==> config.mk <==
export PLATFORM = sky130hd
export DESIGN_NAME = rrqt_cfg
export DESIGN_NICKNAME = d
export VERILOG_FILES = /design/src/sv/rrqt_pkg.sv /design/src/sv/rrqt_cfg.sv
export SDC_FILE = /design/constraint.sdc
export NUM_CORES = 1
export LEC_CHECK = 0
export ABC_AREA = 1
export BUFFER_PORTS_ARGS = -buffer_cell sky130_fd_sc_hd__clkbuf_2
export CAP_MARGIN = 20
export CORE_MARGIN = 2
export CORE_UTILIZATION = 40
export CTS_CLUSTER_DIAMETER = 200
export DETAILED_ROUTE_END_ITERATION = 6
export PLACE_DENSITY = 0.67
export SYNTH_ARGS = -nofsm -noshare
export SYNTH_HDL_FRONTEND = slang
export SYNTH_SLANG_ARGS = --single-unit
==> constraint.sdc <==
create_clock -name i_clk -period 1 [get_ports i_clk]
set_input_delay 0.1 -clock i_clk [delete_from_list [all_inputs] [get_ports i_clk]]
set_output_delay 0.1 -clock i_clk [all_outputs]
set_load 0.03 [all_outputs]
==> src/sv/rrqt_pkg.sv <==
// ----------------------------------------------------------------------------
// rrqt_pkg
// Types, codes and constants of the relay reservation quota table.
// ----------------------------------------------------------------------------
`default_nettype none

package rrqt_pkg;

    localparam int SLOTS    = 16;
    localparam int SLOT_W   = $clog2(SLOTS);
    localparam int CNT_W    = $clog2(SLOTS + 1);
    localparam int QDEPTH   = 2;

    localparam logic [47:0] M48 = 48'hFFFF_FFFF_FFFF;
    localparam logic [39:0] M40 = 40'hFF_FFFF_FFFF;

    // Transaction kinds
    localparam logic [2:0] K_RESERVE = 3'd0;
    localparam logic [2:0] K_FORWARD = 3'd1;
    localparam logic [2:0] K_ADD     = 3'd2;
    localparam logic [2:0] K_CLOSE   = 3'd3;
    localparam logic [2:0] K_LOOKUP  = 3'd4;

    // Status codes
    localparam logic [3:0] ST_OK        = 4'd0;
    localparam logic [3:0] ST_NO_ID     = 4'd1;
    localparam logic [3:0] ST_FORBID    = 4'd2;
    localparam logic [3:0] ST_ID_CAP    = 4'd3;
    localparam logic [3:0] ST_GRP_CAP   = 4'd4;
    localparam logic [3:0] ST_TOT_CAP   = 4'd5;
    localparam logic [3:0] ST_EXPIRED   = 4'd6;
    localparam logic [3:0] ST_CONN_CEIL = 4'd7;
    localparam logic [3:0] ST_BYTE_CEIL = 4'd8;
    localparam logic [3:0] ST_NOT_FOUND = 4'd9;

    // Register indexes
    localparam logic [2:0] R_MAX_ID   = 3'd0;
    localparam logic [2:0] R_MAX_GRP  = 3'd1;
    localparam logic [2:0] R_MAX_TOT  = 3'd2;
    localparam logic [2:0] R_TTL      = 3'd3;
    localparam logic [2:0] R_IDLE     = 3'd4;
    localparam logic [2:0] R_BLIMIT   = 3'd5;
    localparam logic [2:0] R_CLIMIT   = 3'd6;

    typedef struct packed {
        logic [2:0]  kind;
        logic [63:0] identity;
        logic        identity_present;
        logic [63:0] group;
        logic        group_present;
        logic        endpoint_forbidden;
        logic [11:0] handle_in;
        logic [39:0] byte_count;
        logic [47:0] now;
    } t_in;

    typedef struct packed {
        logic [3:0]  status;
        logic [11:0] handle_out;
        logic [47:0] expiry;
        logic [39:0] used_bytes;
        logic [15:0] conn_count;
        logic [63:0] total_forwarded;
        logic [31:0] active_forwards;
    } t_out;

    // Classified transaction passed from front to back
    typedef struct packed {
        t_in         item;
        logic        sweep;       // reserve or forward: sweep first
        logic        early_fail;  // reserve rejected before the cap checks
        logic [3:0]  early_st;
        logic [SLOT_W-1:0] slot;
        logic        slot_ok;     // handle slot index in range
    } t_cmd;

    typedef struct packed {
        logic [4:0]  max_id;
        logic [4:0]  max_grp;
        logic [4:0]  max_tot;
        logic [31:0] ttl;
        logic [31:0] idle;
        logic [39:0] blimit;
        logic [15:0] climit;
    } t_cfg;

endpackage

`default_nettype wire

==> src/sv/rrqt_cfg.sv <==
// ----------------------------------------------------------------------------
// rrqt_cfg
// Configuration register file.
// ----------------------------------------------------------------------------
`default_nettype none

module rrqt_cfg
    import rrqt_pkg::*;
(
    input  wire logic        i_clk,
    input  wire logic        i_rst_n,
    input  wire logic        i_valid,
    input  wire logic [2:0]  i_index,
    input  wire logic [63:0] i_wdata,
    output t_cfg             o_cfg
);

    t_cfg r_cfg;
    assign o_cfg = r_cfg;

    // Write the addressed register
    always_ff @(posedge i_clk) begin
        if (!i_rst_n) begin
            r_cfg.max_id  <= 5'd2;
            r_cfg.max_grp <= 5'd4;
            r_cfg.max_tot <= 5'd16;
            r_cfg.ttl     <= 32'd3600000;
            r_cfg.idle    <= 32'd300000;
            r_cfg.blimit  <= 40'd1073741824;
            r_cfg.climit  <= 16'd8;
        end else if (i_valid) begin
            case (i_index)
                R_MAX_ID:  r_cfg.max_id  <= i_wdata[4:0];
                R_MAX_GRP: r_cfg.max_grp <= i_wdata[4:0];
                R_MAX_TOT: r_cfg.max_tot <= i_wdata[4:0];
                R_TTL:     r_cfg.ttl     <= i_wdata[31:0];
                R_IDLE:    r_cfg.idle    <= i_wdata[31:0];
                R_BLIMIT:  r_cfg.blimit  <= i_wdata[39:0];
                R_CLIMIT:  r_cfg.climit  <= i_wdata[15:0];
                default: begin
                end
            endcase
        end
    end

endmodule

`default_nettype wire

==> results_dict.tcl <==
set metrics [dict create \
    min_from "i_wdata[27]" \
    die_h_um 120 \
    rows 42 \
    critPathKind "reg -> out" \
    yosysMostFrequentCell "nor2_1" \
    clkTransAtPathRegs_ns 0.06 \
    rsz0062_at_grt "true" \
    clock-sinks 135 \
    cts-root-buf "clkbuf_16" \
    clock_latency_ns 0.41 \
    crit_start "o_cfg[101]" \
    yosys.area.top_type "dfxtp_1" \
    slowest_stage "dfxtp_2" \
    synth-simple-area-share_pct 41.3 \
    fill_cells 1026 \
    start_util_pct 40.8 \
    cts_buffer_depth 2 \
    syn_inst 768 \
    place_ws_ns -0.0488 \
    worst_slew_pin_slew_ns 0.326 \
    diodes 0 \
    worstPathArrival_ns 0.91 \
    portBuffers 180 \
    antenna_found_initial 0 \
    p_leak_nw 4.23 \
    placed_area_mm2 0.00669 \
    ys_async_sr_fraction_pct 0 \
    yosysWarnings 0 \
    violations "negative setup slack" \
    ios 205 \
    grt_pass1_vias 5418 \
    synth_top_area_share_pct 50.0 \
    viasPerCell 4.89 \
    final_nets 1062 \
    drv_cap 0 \
    synthMuxAreaShare_pct 0 \
    cts_buffers 17 \
    setup_viol 3 \
    core_area_mm2 0.0132 \
    grt_usage_pct 24.6 \
    drv_slew 0 \
    timing.hold.ws_ns 0.0462 \
    setup.worst_path.start_class "register" \
    dr_total_vias 5774 \
    routedWlPerCell_um 15.8 \
    clock_skew_ns 0 \
    required_ns 0.90 \
    htree_levels 4 \
    drt-initial-drc-count 420 \
    relSlewSlack_pct 78.2 \
    hold_violations 0 \
    finalCritPeriodShare_pct 101 \
    drcViolationCount 0 \
    synth_top_family_by_area "simple AND/OR/NAND/NOR gates" \
    max_freq_ghz 0.991 \
    worstPathCellList "buf_8" \
    syn_nets 838 \
    cts_tree "yes" \
    largest_reg_flops 135 \
    fp.dieArea_mm2 0.0145 \
    synth.avg_cell_area_um2 7.03 \
    crit_fanout 2 \
    ys_seq_area_share_pct 50.0 \
    finalWorstSetupSlack_ns -0.00930 \
    routed_wl_um 18700 \
    overflow 0 \
    yosys_register_bits 135 \
    drive_gt1_share_pct 40.0 \
    ys_top_cells_by_area "dfxtp_1 (50%), nor2_1 (16%), nand3_1 (13%)" \
    p_per_area_mw_per_mm2 1540 \
    synth_compound_gate_area_share_pct 0.185 \
    hold_path_class "in -> reg" \
    status "finished, violations left" \
    synthTopCellsByCount "nor2_1 (227), nand2_1 (166), dfxtp_1 (135), nand3_1 (135), inv_1 (44)" \
    first_pass_iters 5 \
    synth_ff_type "dfxtp_1" \
    ys_types 17 \
    power_mw 14.1 \
    critPathTopFamily "flip-flops" \
    final_area_mm2 0.00919 \
    worstReg2RegStart "o_cfg[94]" \
    area_delta_synth_final_pct 70.1 \
    path_buf_inv 1 \
    syn_area_mm2 0.00540 \
    synth_xor_area_share_pct 0 \
    die_x_um 120 \
    grt_max_degree 37 \
    cp-end-kind "output port" \
    gp_routability_congestion 0.809 \
    ir_drop_v 0.00108 \
    grt_pass1_wl_um 27700 \
    ant_nets 0 \
    max_stage_delay_ns 0.36 \
    synthAdderAreaFrac_pct 0 \
    dpl.hpwl_um 11000 \
    fin_crit_ns 1.01 \
    synth_edf_count 0 \
]
## final timing paths
path	to	slack [ns]	cells after the start
worst max-delay path	o_cfg[101]	-0.009	1
worst min register to register	o_cfg[95]	0.48	2
worst max register to register	o_cfg[94]	0.14	4
worst min-delay path	o_cfg[115]	0.05	5
## area by class of cell
cell class	count	area (µm²)	share of cell area (%)
sequential	135	2870	31.2
inverter	46	183	1.99
clock buffer	24	492	5.35
clock inverter	8	95.1	1.03
timing repair buffer	254	3090	33.6
multi-input combinational	538	2240	24.4
tap	176	220	2.40
## stage by stage
stage | std cells | utilization, % | TNS (ns)
final | 1181 | 69.4 | -0.0118
after global routing | 1181 | 69.4 | -2.05
after CTS | 1174 | 67.6 | -1.76
after detailed placement | 1107 | 50.5 | -2.21
after global placement | 1107 | 50.5 | -0.476
after floorplan | 768 | - | 0
## per-layer routing
layer | track usage (%) | share of wire [%] | vias up
met3 | 7.50 | 7.0 | 44
met5 | 0 | 0 | -
met4 | 11.7 | 3.5 | 0
li1 | - | - | 2827
met1 | 29.6 | 40 | 2659
met2 | 40.3 | 49 | 244
## timing repair
action	in CTS	in global routing
setup endpoints to repair	135	140
buffers inserted	6	7
gates cloned	0	0
endpoints found under the hold margin	32	0
resized for setup	405	138
hold buffers	29	0
## layout by cell type, fill, tap and decap left out, types with 5 or more instances in the layout
cell type and count:
nand3_1 135, nor2_4 5, inv_1 42, buf_4 29
clkbuf_16 17, clkbuf_2 44, nor2_1 226, dfxtp_2 135
buf_12 16, buf_8 135, dlygate4sd3_1 29, nand2_1 166
## cells by family (layout without fill, tap and decap cells)
family | Yosys count | in the layout
flops | 135 | 135
compound gates | 2 | 2
simple gates | 536 | 536
buf+inv | 95 | 332
## where the power goes
part / switching [mW] / internal, mW / leakage [nW] / total (mW)
combinational: 1.20 / 0.993 / 2.80 / 2.19
clock: 2.24 / 3.92 / 0.286 / 6.16
sequential: 0.178 / 5.61 / 1.14 / 5.79
No activity file was read; power rests on OpenSTA's default activity.
